==> src/hdl/sfr_pkg.sv <==
// Package for the serial frame receiver: codes, reset values, state and result types.
// Used by the result channel interface, the step logic and the top level. No dependencies.
`default_nettype none

package sfr_pkg;

  localparam int unsigned PADDR_W = 3;

  localparam logic [7:0]  START_BYTE  = 8'h01;
  localparam logic [7:0]  ACK_BYTE    = 8'h06;
  localparam logic [7:0]  NAK_BYTE    = 8'h15;
  localparam logic [7:0]  XOR_SEED    = 8'hFF;
  localparam logic [7:0]  MIN_LEN     = 8'd3;
  localparam logic [8:0]  MAX_LEN_RST = 9'd256;
  localparam logic [15:0] TIMEOUT_RST = 16'd1000;

  localparam logic REG_MAX_LEN = 1'b0;
  localparam logic REG_TIMEOUT = 1'b1;

  localparam logic [1:0] PH_HUNT = 2'd0;
  localparam logic [1:0] PH_LEN  = 2'd1;
  localparam logic [1:0] PH_BODY = 2'd2;

  typedef enum logic [2:0] {
    KIND_BYTE     = 3'd0,
    KIND_GOOD     = 3'd1,
    KIND_CSUM_BAD = 3'd2,
    KIND_LEN_BAD  = 3'd3,
    KIND_TIMEOUT  = 3'd4
  } kind_e;

  typedef struct packed {
    logic [1:0]  phase;
    logic [7:0]  bytes_left;
    logic [8:0]  position;
    logic [7:0]  running_xor;
    logic [15:0] idle_count;
  } st_t;

  typedef struct packed {
    kind_e      kind;
    logic [7:0] data_byte;
    logic [8:0] byte_index;
    logic       control_valid;
    logic [7:0] control_byte;
  } res_t;

  function automatic st_t hunt_state();
    st_t s;
    s.phase       = PH_HUNT;
    s.bytes_left  = 8'd0;
    s.position    = 9'd0;
    s.running_xor = XOR_SEED;
    s.idle_count  = 16'd0;
    return s;
  endfunction

endpackage

`default_nettype wire

==> src/hdl/sfr_in_if.sv <==
// Input channel of the serial frame receiver: received byte or time tick per beat.
// Stand-alone; no package needed.
`default_nettype none

interface sfr_in_if;
  logic       valid;
  logic       ready;
  logic       operation;
  logic [7:0] rx_byte;

  modport source (output valid, operation, rx_byte, input ready);
  modport sink   (input valid, operation, rx_byte, output ready);
endinterface

`default_nettype wire

==> src/hdl/sfr_out_if.sv <==
// Result channel of the serial frame receiver: one frame byte or verdict per beat.
// Depends on sfr_pkg for the kind codes.
`default_nettype none

interface sfr_out_if;
  logic               valid;
  logic               ready;
  sfr_pkg::kind_e     kind;
  logic [7:0]         data_byte;
  logic [8:0]         byte_index;
  logic               control_valid;
  logic [7:0]         control_byte;

  modport source (output valid, kind, data_byte, byte_index, control_valid, control_byte,
                  input ready);
  modport sink   (input valid, kind, data_byte, byte_index, control_valid, control_byte,
                  output ready);
endinterface

`default_nettype wire

==> src/hdl/sfr_step.sv <==
// Next-state and result logic of the frame receiver for one byte or tick.
// Depends on sfr_pkg for the state and result types and the protocol constants.
`default_nettype none

module sfr_step (
  input  var sfr_pkg::st_t  st_i,
  input  wire               operation_i,
  input  wire  [7:0]        rx_byte_i,
  input  wire  [8:0]        max_frame_len_i,
  input  wire  [15:0]       timeout_ticks_i,
  output sfr_pkg::st_t      st_o,
  output logic              res_valid_o,
  output sfr_pkg::res_t     res_o
);

  logic [15:0] limit;
  logic [16:0] idle_inc;
  logic [9:0]  total_len;

  assign limit     = (timeout_ticks_i == 16'd0) ? 16'd1 : timeout_ticks_i;
  assign idle_inc  = {1'b0, st_i.idle_count} + 17'd1;
  assign total_len = {2'b00, rx_byte_i} + 10'd2;

  always_comb begin
    st_o        = st_i;
    res_valid_o = 1'b0;
    res_o       = '0;
    res_o.kind  = sfr_pkg::KIND_BYTE;
    if (operation_i) begin
      if (st_i.phase != sfr_pkg::PH_HUNT) begin
        if (idle_inc >= {1'b0, limit}) begin
          st_o        = sfr_pkg::hunt_state();
          res_valid_o = 1'b1;
          res_o.kind  = sfr_pkg::KIND_TIMEOUT;
        end else begin
          st_o.idle_count = idle_inc[15:0];
        end
      end
    end else begin
      unique case (st_i.phase)
        sfr_pkg::PH_HUNT: begin
          if (rx_byte_i == sfr_pkg::START_BYTE) begin
            st_o.phase       = sfr_pkg::PH_LEN;
            st_o.position    = 9'd0;
            st_o.running_xor = sfr_pkg::XOR_SEED;
            st_o.idle_count  = 16'd0;
          end
        end
        sfr_pkg::PH_LEN: begin
          res_valid_o = 1'b1;
          if (rx_byte_i < sfr_pkg::MIN_LEN || total_len > {1'b0, max_frame_len_i}) begin
            st_o                = sfr_pkg::hunt_state();
            res_o.kind          = sfr_pkg::KIND_LEN_BAD;
            res_o.control_valid = 1'b1;
            res_o.control_byte  = sfr_pkg::NAK_BYTE;
          end else begin
            st_o.phase       = sfr_pkg::PH_BODY;
            st_o.bytes_left  = rx_byte_i;
            st_o.position    = 9'd1;
            st_o.running_xor = st_i.running_xor ^ rx_byte_i;
            st_o.idle_count  = 16'd0;
            res_o.data_byte  = rx_byte_i;
            res_o.byte_index = 9'd1;
          end
        end
        sfr_pkg::PH_BODY: begin
          res_valid_o = 1'b1;
          if (st_i.bytes_left <= 8'd1) begin
            st_o                = sfr_pkg::hunt_state();
            res_o.control_valid = 1'b1;
            if (st_i.running_xor == rx_byte_i) begin
              res_o.kind         = sfr_pkg::KIND_GOOD;
              res_o.byte_index   = st_i.position + 9'd2;
              res_o.control_byte = sfr_pkg::ACK_BYTE;
            end else begin
              res_o.kind         = sfr_pkg::KIND_CSUM_BAD;
              res_o.control_byte = sfr_pkg::NAK_BYTE;
            end
          end else begin
            st_o.running_xor = st_i.running_xor ^ rx_byte_i;
            st_o.position    = st_i.position + 9'd1;
            st_o.bytes_left  = st_i.bytes_left - 8'd1;
            st_o.idle_count  = 16'd0;
            res_o.data_byte  = rx_byte_i;
            res_o.byte_index = st_i.position + 9'd1;
          end
        end
        default: begin
          st_o = sfr_pkg::hunt_state();
        end
      endcase
    end
  end

endmodule

`default_nettype wire

==> src/hdl/serial_frame_receiver_xor_ack.sv <==
// Top level of the serial frame receiver: input register, step logic, result register, APB.
// Depends on sfr_pkg, sfr_in_if, sfr_out_if and sfr_step.
//
//   channel   direction  beat
//   in_i      sink       operation (0 byte, 1 tick), rx_byte
//   out_o     source     kind, data_byte, byte_index, control_valid, control_byte
//   APB       slave      max_frame_len at 0x0, timeout_ticks at 0x4
//
// Each beat passes through the input register and then the result register, so a result is
// offered from the result register, and one beat enters per cycle unless a stalled result fills both.
// Reset returns the receiver to hunting and the registers to 256 and 1000.
// A stalled result holds the input register; the input side stalls only when both are full.
`default_nettype none

module serial_frame_receiver_xor_ack (
  input  wire                          clk_i,
  input  wire                          rst_ni,
  sfr_in_if.sink                       in_i,
  sfr_out_if.source                    out_o,
  input  wire                          psel,
  input  wire                          penable,
  input  wire                          pwrite,
  input  wire  [sfr_pkg::PADDR_W-1:0]  paddr,
  input  wire  [31:0]                  pwdata,
  output logic [31:0]                  prdata,
  output logic                         pready
);

  logic [8:0]    max_len_q;
  logic [15:0]   timeout_q;
  logic          cfg_wr;

  logic          s1_valid_q;
  logic          s1_op_q;
  logic [7:0]    s1_byte_q;
  logic          advance;
  logic          in_fire;
  logic          s1_fire;

  sfr_pkg::st_t  st_q;
  sfr_pkg::st_t  st_d;
  logic          res_valid;
  sfr_pkg::res_t res;

  logic          out_valid_q;
  sfr_pkg::res_t out_q;

  assign pready = 1'b1;
  assign cfg_wr = psel && penable && pwrite;

  always_ff @(posedge clk_i or negedge rst_ni) begin
    if (!rst_ni) begin
      max_len_q <= sfr_pkg::MAX_LEN_RST;
      timeout_q <= sfr_pkg::TIMEOUT_RST;
    end else if (cfg_wr) begin
      unique case (paddr[2])
        sfr_pkg::REG_MAX_LEN: max_len_q <= pwdata[8:0];
        sfr_pkg::REG_TIMEOUT: timeout_q <= pwdata[15:0];
        default: ;
      endcase
    end
  end

  always_comb begin
    unique case (paddr[2])
      sfr_pkg::REG_MAX_LEN: prdata = {23'd0, max_len_q};
      sfr_pkg::REG_TIMEOUT: prdata = {16'd0, timeout_q};
      default:              prdata = 32'd0;
    endcase
  end

  assign advance    = !out_valid_q || out_o.ready;
  assign in_i.ready = !s1_valid_q || advance;
  assign in_fire    = in_i.valid && in_i.ready;
  assign s1_fire    = s1_valid_q && advance;

  always_ff @(posedge clk_i or negedge rst_ni) begin
    if (!rst_ni) begin
      s1_valid_q <= 1'b0;
    end else if (in_i.ready) begin
      s1_valid_q <= in_i.valid;
    end
  end

  always_ff @(posedge clk_i) begin
    if (in_fire) begin
      s1_op_q   <= in_i.operation;
      s1_byte_q <= in_i.rx_byte;
    end
  end

  sfr_step u_step (
    .st_i            (st_q),
    .operation_i     (s1_op_q),
    .rx_byte_i       (s1_byte_q),
    .max_frame_len_i (max_len_q),
    .timeout_ticks_i (timeout_q),
    .st_o            (st_d),
    .res_valid_o     (res_valid),
    .res_o           (res)
  );

  always_ff @(posedge clk_i or negedge rst_ni) begin
    if (!rst_ni) begin
      st_q        <= sfr_pkg::hunt_state();
      out_valid_q <= 1'b0;
    end else if (advance) begin
      out_valid_q <= s1_valid_q && res_valid;
      if (s1_valid_q) begin
        st_q <= st_d;
      end
    end
  end

  always_ff @(posedge clk_i) begin
    if (s1_fire && res_valid) begin
      out_q <= res;
    end
  end

  assign out_o.valid         = out_valid_q;
  assign out_o.kind          = out_q.kind;
  assign out_o.data_byte     = out_q.data_byte;
  assign out_o.byte_index    = out_q.byte_index;
  assign out_o.control_valid = out_q.control_valid;
  assign out_o.control_byte  = out_q.control_byte;

  a_hunt_clean: assert property (@(posedge clk_i) disable iff (!rst_ni)
    st_q.phase == sfr_pkg::PH_HUNT |->
      st_q.position == 9'd0 && st_q.running_xor == sfr_pkg::XOR_SEED &&
      st_q.idle_count == 16'd0)
    else $error("hunting state not cleared");

  a_body_pending: assert property (@(posedge clk_i) disable iff (!rst_ni)
    st_q.phase == sfr_pkg::PH_BODY |-> st_q.bytes_left != 8'd0 && st_q.position != 9'd0)
    else $error("body phase without bytes due");

  a_abort_hunts: assert property (@(posedge clk_i) disable iff (!rst_ni)
    s1_fire && res_valid && res.kind != sfr_pkg::KIND_BYTE |=>
      st_q.phase == sfr_pkg::PH_HUNT)
    else $error("verdict did not return to hunting");

  a_control_match: assert property (@(posedge clk_i) disable iff (!rst_ni)
    out_valid_q |->
      out_q.control_valid == (out_q.kind == sfr_pkg::KIND_GOOD ||
                              out_q.kind == sfr_pkg::KIND_CSUM_BAD ||
                              out_q.kind == sfr_pkg::KIND_LEN_BAD))
    else $error("control byte flag does not match result kind");

endmodule

`default_nettype wire

==> src/flat_wrapper.sv <==
// flat-port wrapper written by rule: the top's interface ports become plain ports
module serial_frame_receiver_xor_ack_flat 
  (clk_i, rst_ni, psel, penable, pwrite, paddr, pwdata, prdata, pready, in_i_valid, in_i_operation, in_i_rx_byte, in_i_ready, out_o_valid, out_o_kind, out_o_data_byte, out_o_byte_index, out_o_control_valid, out_o_control_byte, out_o_ready);
  sfr_in_if in_i_i ();
  sfr_out_if out_o_i ();
  input  wire clk_i;
  input  wire rst_ni;
  input  wire psel;
  input  wire penable;
  input  wire pwrite;
  input  wire  [sfr_pkg::PADDR_W-1:0] paddr;
  input  wire  [31:0] pwdata;
  output logic [31:0] prdata;
  output logic pready;
  input wire logic [$bits(in_i_i.valid)-1:0] in_i_valid;
  input wire logic [$bits(in_i_i.operation)-1:0] in_i_operation;
  input wire logic [$bits(in_i_i.rx_byte)-1:0] in_i_rx_byte;
  output wire logic [$bits(in_i_i.ready)-1:0] in_i_ready;
  output wire logic [$bits(out_o_i.valid)-1:0] out_o_valid;
  output wire logic [$bits(out_o_i.kind)-1:0] out_o_kind;
  output wire logic [$bits(out_o_i.data_byte)-1:0] out_o_data_byte;
  output wire logic [$bits(out_o_i.byte_index)-1:0] out_o_byte_index;
  output wire logic [$bits(out_o_i.control_valid)-1:0] out_o_control_valid;
  output wire logic [$bits(out_o_i.control_byte)-1:0] out_o_control_byte;
  input wire logic [$bits(out_o_i.ready)-1:0] out_o_ready;
  assign in_i_i.valid = in_i_valid;
  assign in_i_i.operation = in_i_operation;
  assign in_i_i.rx_byte = in_i_rx_byte;
  assign in_i_ready = in_i_i.ready;
  assign out_o_valid = out_o_i.valid;
  assign out_o_kind = out_o_i.kind;
  assign out_o_data_byte = out_o_i.data_byte;
  assign out_o_byte_index = out_o_i.byte_index;
  assign out_o_control_valid = out_o_i.control_valid;
  assign out_o_control_byte = out_o_i.control_byte;
  assign out_o_i.ready = out_o_ready;
  serial_frame_receiver_xor_ack u_core (.clk_i(clk_i), .rst_ni(rst_ni), .in_i(in_i_i), .out_o(out_o_i), .psel(psel), .penable(penable), .pwrite(pwrite), .paddr(paddr), .pwdata(pwdata), .prdata(prdata), .pready(pready));
endmodule
==> config.mk <==
export PLATFORM = sky130hd
export DESIGN_NAME = serial_frame_receiver_xor_ack_flat
export DESIGN_NICKNAME = d
export VERILOG_FILES = /design/src/hdl/sfr_pkg.sv /design/src/hdl/sfr_in_if.sv /design/src/hdl/sfr_out_if.sv /design/src/hdl/sfr_step.sv /design/src/hdl/serial_frame_receiver_xor_ack.sv /design/src/flat_wrapper.sv
export SDC_FILE = /design/constraint.sdc
export NUM_CORES = 1
export LEC_CHECK = 0
export ABC_CLOCK_PERIOD_IN_PS = 7200
export BUFFER_PORTS_ARGS = -buffer_cell sky130_fd_sc_hd__buf_2
export CAP_MARGIN = 30
export CORE_MARGIN = 4
export CORE_UTILIZATION = 30
export CTS_CLUSTER_SIZE = 40
export DETAILED_ROUTE_END_ITERATION = 8
export GPL_TIMING_DRIVEN = 0
export MAX_ROUTING_LAYER = met4
export SETUP_SLACK_MARGIN = 0.1
export SKIP_CTS_REPAIR_TIMING = 1
export SLEW_MARGIN = 20
export SYNTH_ARGS = -nofsm -noshare
export SYNTH_HDL_FRONTEND = slang
export SYNTH_HIERARCHICAL = 1
export SYNTH_SLANG_ARGS = --single-unit
==> constraint.sdc <==
create_clock -name clk_i -period 7.2 [get_ports clk_i]
set_input_delay 0 -clock clk_i [delete_from_list [all_inputs] [get_ports clk_i]]
set_output_delay 0 -clock clk_i [all_outputs]
set_load 0.01 [all_outputs]
==> impl_results.md <==
- Largest net degree at the start of global routing: 53
- Worst R2R Start: u_core/st_q[0]$_DFFE_PN0P_
- Worst Path Required: 7270 ps
- Vias in the first global route: between 5,000 and 6,000
- Worst setup SP type: flop
- Final core area utilization: 0.368
- Crit Path Class: flop to flop
- Clock Tree Buf Depth: 2
- DRT antenna net count: 0
- RSZ-0062 raised after global routing: false
- WL final: 18,600 um
- Vias/cell: a little under 5
- WL/cell: between 15 and 20 um
- Die width: 165 um
- CTS clock-pin slew for the worst setup and hold paths: 80 ps
- Antenna Cells: 0
- Worst Tran Pin Value: ~860 ps
- Clock share of power: 0.249
- Total GRT Usage: 0.138
- Pwr Total: between 2 and 2.5 mW
- DR pass1 iterations: 5
- Min-Delay Path Class: input pin to asynchronous set/reset pin
- # clock sinks: roughly 110
- Max VDD drop: 0.133 mV
- Max-slew violations: 0
- Setup Skew: approximately 10 ps
- Final period utilization: 0.662
- Net Switching: around 0.8 mW
- Crit path time final: between 4000 and 5000 ps
- Max Freq: ~210 MHz
- Row cnt: 57
- Ports: roughly 120
- Total gr overflow: 0
- Synth async-reset ratio: 0.648
- Bufs and invs on worst path: 2
- Combinational power share: 0.369
- CTS tree: done
- Area contributors post-synth: dfrtp_1, edfxtp_1, mux2_2
- CP max stage delay: ~490 ps
- RD Place Congestion: ~0.83
- Outcome: completed
- Finish-stage setup viols: 0
- CTS HTree Levels: 3
- Crit path max-delay cell type: a2111oi_0
- CP cell instances: ha_1 > nand4_1 > or2_2 > xnor2_1 > ha_1 > nand4_1 > a2111oi_0 > o21ai_0 > a21boi_1 > buf_2 > nor2b_1 > o31ai_1 > nand2_1 > nor2_4 > buf_16
- Share of layout cells above drive strength 1: 0.302
- CP max FO: 21
- Pwr/cell area: about 250 mW/mm2
- Syn_area_per_cell: 10.2 um2
- CTS root buf: clkbuf_16
- Final #Nets: 945
- Die Ht: 165 um
- Most common cell after layout, fill and taps aside: buf_2
- Fill cell count: 2,450
- Family with the most delay on the worst path: simple AND/OR/NAND/NOR gates
- Area of the die: roughly 0.027 mm2
- Yosys warning total: 6
- CTS buffer count: 9
- Max_cap viols: 0
- Mapped Cells: slightly above 700
- Clock latency on the worst-skew pair: between 300 and 400 ps
- Cell Area, Synth: between 0.007 and 0.008 mm2
- Rel. slew slack: 0.426
- Post-DP HPWL: between 10,000 and 15,000 um
- Reg power frac: 0.382
- Setup tns final: 0 ps
- Most frequent cells in the layout: buf_2, mux2_2, dfrtp_1, nor2_1, edfxtp_1
- Post-synth EDFFs: 38
- Net Sw Frac: 0.364
- First-pass GRT wire length: between 20,000 and 30,000 um
- Number of remaining DRC errors: 0
- Via count: ~5,900
- Yosys cell types: 75
- Final Hold Viols: 0
- Initial antenna violation count: 0
- DR iter-0 viols: 304
- Flops & latches, synth: between 100 and 150
- Synth top area share: 0.186
- Arrival @ worst endpoint: about 4800 ps
- Layout area overhead: 20.9%
- Top_reg_cell synth: dfrtp_1
- Internal Power: around 1.4 mW
- Initial Util: 0.304
- CP Launch Point: u_core/st_q[0]$_DFFE_PN0P_
- Sequential fraction of the synthesis area: 0.394
- Critical path endpoint category: flop
- Placeable Area: 0.0242 mm2
- Buffers on Ports: slightly below 80
- Leakage: 3.84 nW
- Cell accounting for the most synthesized area: dfrtp_1
## synth_stat cells, types with 3 or more instances
cell type	instances
inv_1	36
buf_4	31
mux2_4	10
nor3_1	15
ha_1	35
o21ai_0	34
buf_6	7
o211ai_1	9
a31oi_1	4
a21oi_1	32
o41ai_1	5
and3_1	10
conb_1	3
xnor2_1	16
o2bb2ai_1	5
nand2b_1	3
mux2_2	68
nand2_1	32
nor2_1	44
a311oi_1	3
dfstp_2	15
nor4_1	13
a21o_1	4
clkbuf_1	14
a211oi_1	10
nand3_1	20
a22o_1	8
xor2_1	6
or3_1	3
a221o_1	14
or2_2	7
and2_1	18
nand4_1	9
dfrtp_1	55
nor2b_1	22
edfxtp_1	38
buf_2	11
a41o_1	3
a22oi_1	3
## per-layer routing
| metal | GRT usage | vias to the layer above | wire, um |
|---|---|---|---|
| met1 | 0.188 | 2765 | 8800 |
| met4 | 0.0261 | 0 | 180 |
| li1 | - | 2897 | - |
| met2 | 0.215 | 169 | 8700 |
| met5 | - | - | 0 |
| met3 | 0.0265 | 20 | 907 |
## cells by family (layout without fill, tap and decap cells)
logic type,count (synthesis),count (layout),share of synthesized area
compound gates,159,159,0.153
simple gates,214,214,0.163
mux,80,80,0.127
fa+ha+maj,35,35,0.0593
buf+inv,101,225,0.0763
other cells,3,21,0.00153
flops,108,108,0.394
xor+xnor,22,22,0.0261
## sequential cells by signal, summed over array words and instances (netlist names), 3 cells and up
register                   flops
u_core/out_o.control_byte      8
u_core/max_len_q               9
u_core/out_o.kind              3
u_core/st_q                   43
u_core/out_o.byte_index        9
u_core/s1_byte_q               8
u_core/timeout_q              16
u_core/out_o.data_byte         8
## area by class of cell
cell class / count / area [um2] / area share
clock inverters: 7 / 106 / 0.0119
flip-flops and latches: 108 / 2910 / 0.326
plain buffers: 65 / 428 / 0.0480
repair buffers: 108 / 728 / 0.0816
multi-input cells: 531 / 3980 / 0.446
well taps: 324 / 405 / 0.0454
inverters: 36 / 135 / 0.0151
clock buffers: 9 / 225 / 0.0252
## worst paths after layout
path / endpoint / slack [ps] / cells past startpoint
setup / recovery: u_core/out_o.control_byte[5]$_DFFE_PP_ / 2430 / 15
hold reg to reg: u_core/st_q[27]$_DFFE_PN0P_ / 510 / 1
min in group clk_i: u_core/timeout_q[11]$_DFFE_PN0P_ / 100 / 3
hold / removal: u_core/out_o.valid$_DFFE_PN0P_ / 60 / 2
setup reg to reg: u_core/out_o.control_byte[5]$_DFFE_PP_ / 2430 / 15
max in group asynchronous: u_core/st_q[23]$_DFFE_PN1P_ / 6520 / 3
## power groups by stage
stage / registers, mW / clock network, mW / logic, mW
after global routing: 0.876 / 0.604 / 0.924
after detailed placement: 0.872 / 0 / 0.816
after global placement: 0.871 / 0 / 0.798
after CTS: 0.860 / 0.575 / 0.821
final: 0.861 / 0.562 / 0.833
after floorplan: 0.847 / 0 / 0.585
## per-stage QoR
step | std cells | setup slack, ps | area (um2) | hold slack (ps)
2_1_floorplan | 740 | 2640 | 7450 | -296
3_3_place_gp | 1142 | 1010 | 8250 | 179
3_5_place_dp | 1144 | 2460 | 8310 | -94.9
4_1_cts | 1160 | 2430 | 8640 | -485
5_1_grt | 1188 | 2220 | 8920 | 94.4
6_report | 1188 | 2430 | 8920 | 58.2
No activity file was read; power rests on OpenSTA's default activity.
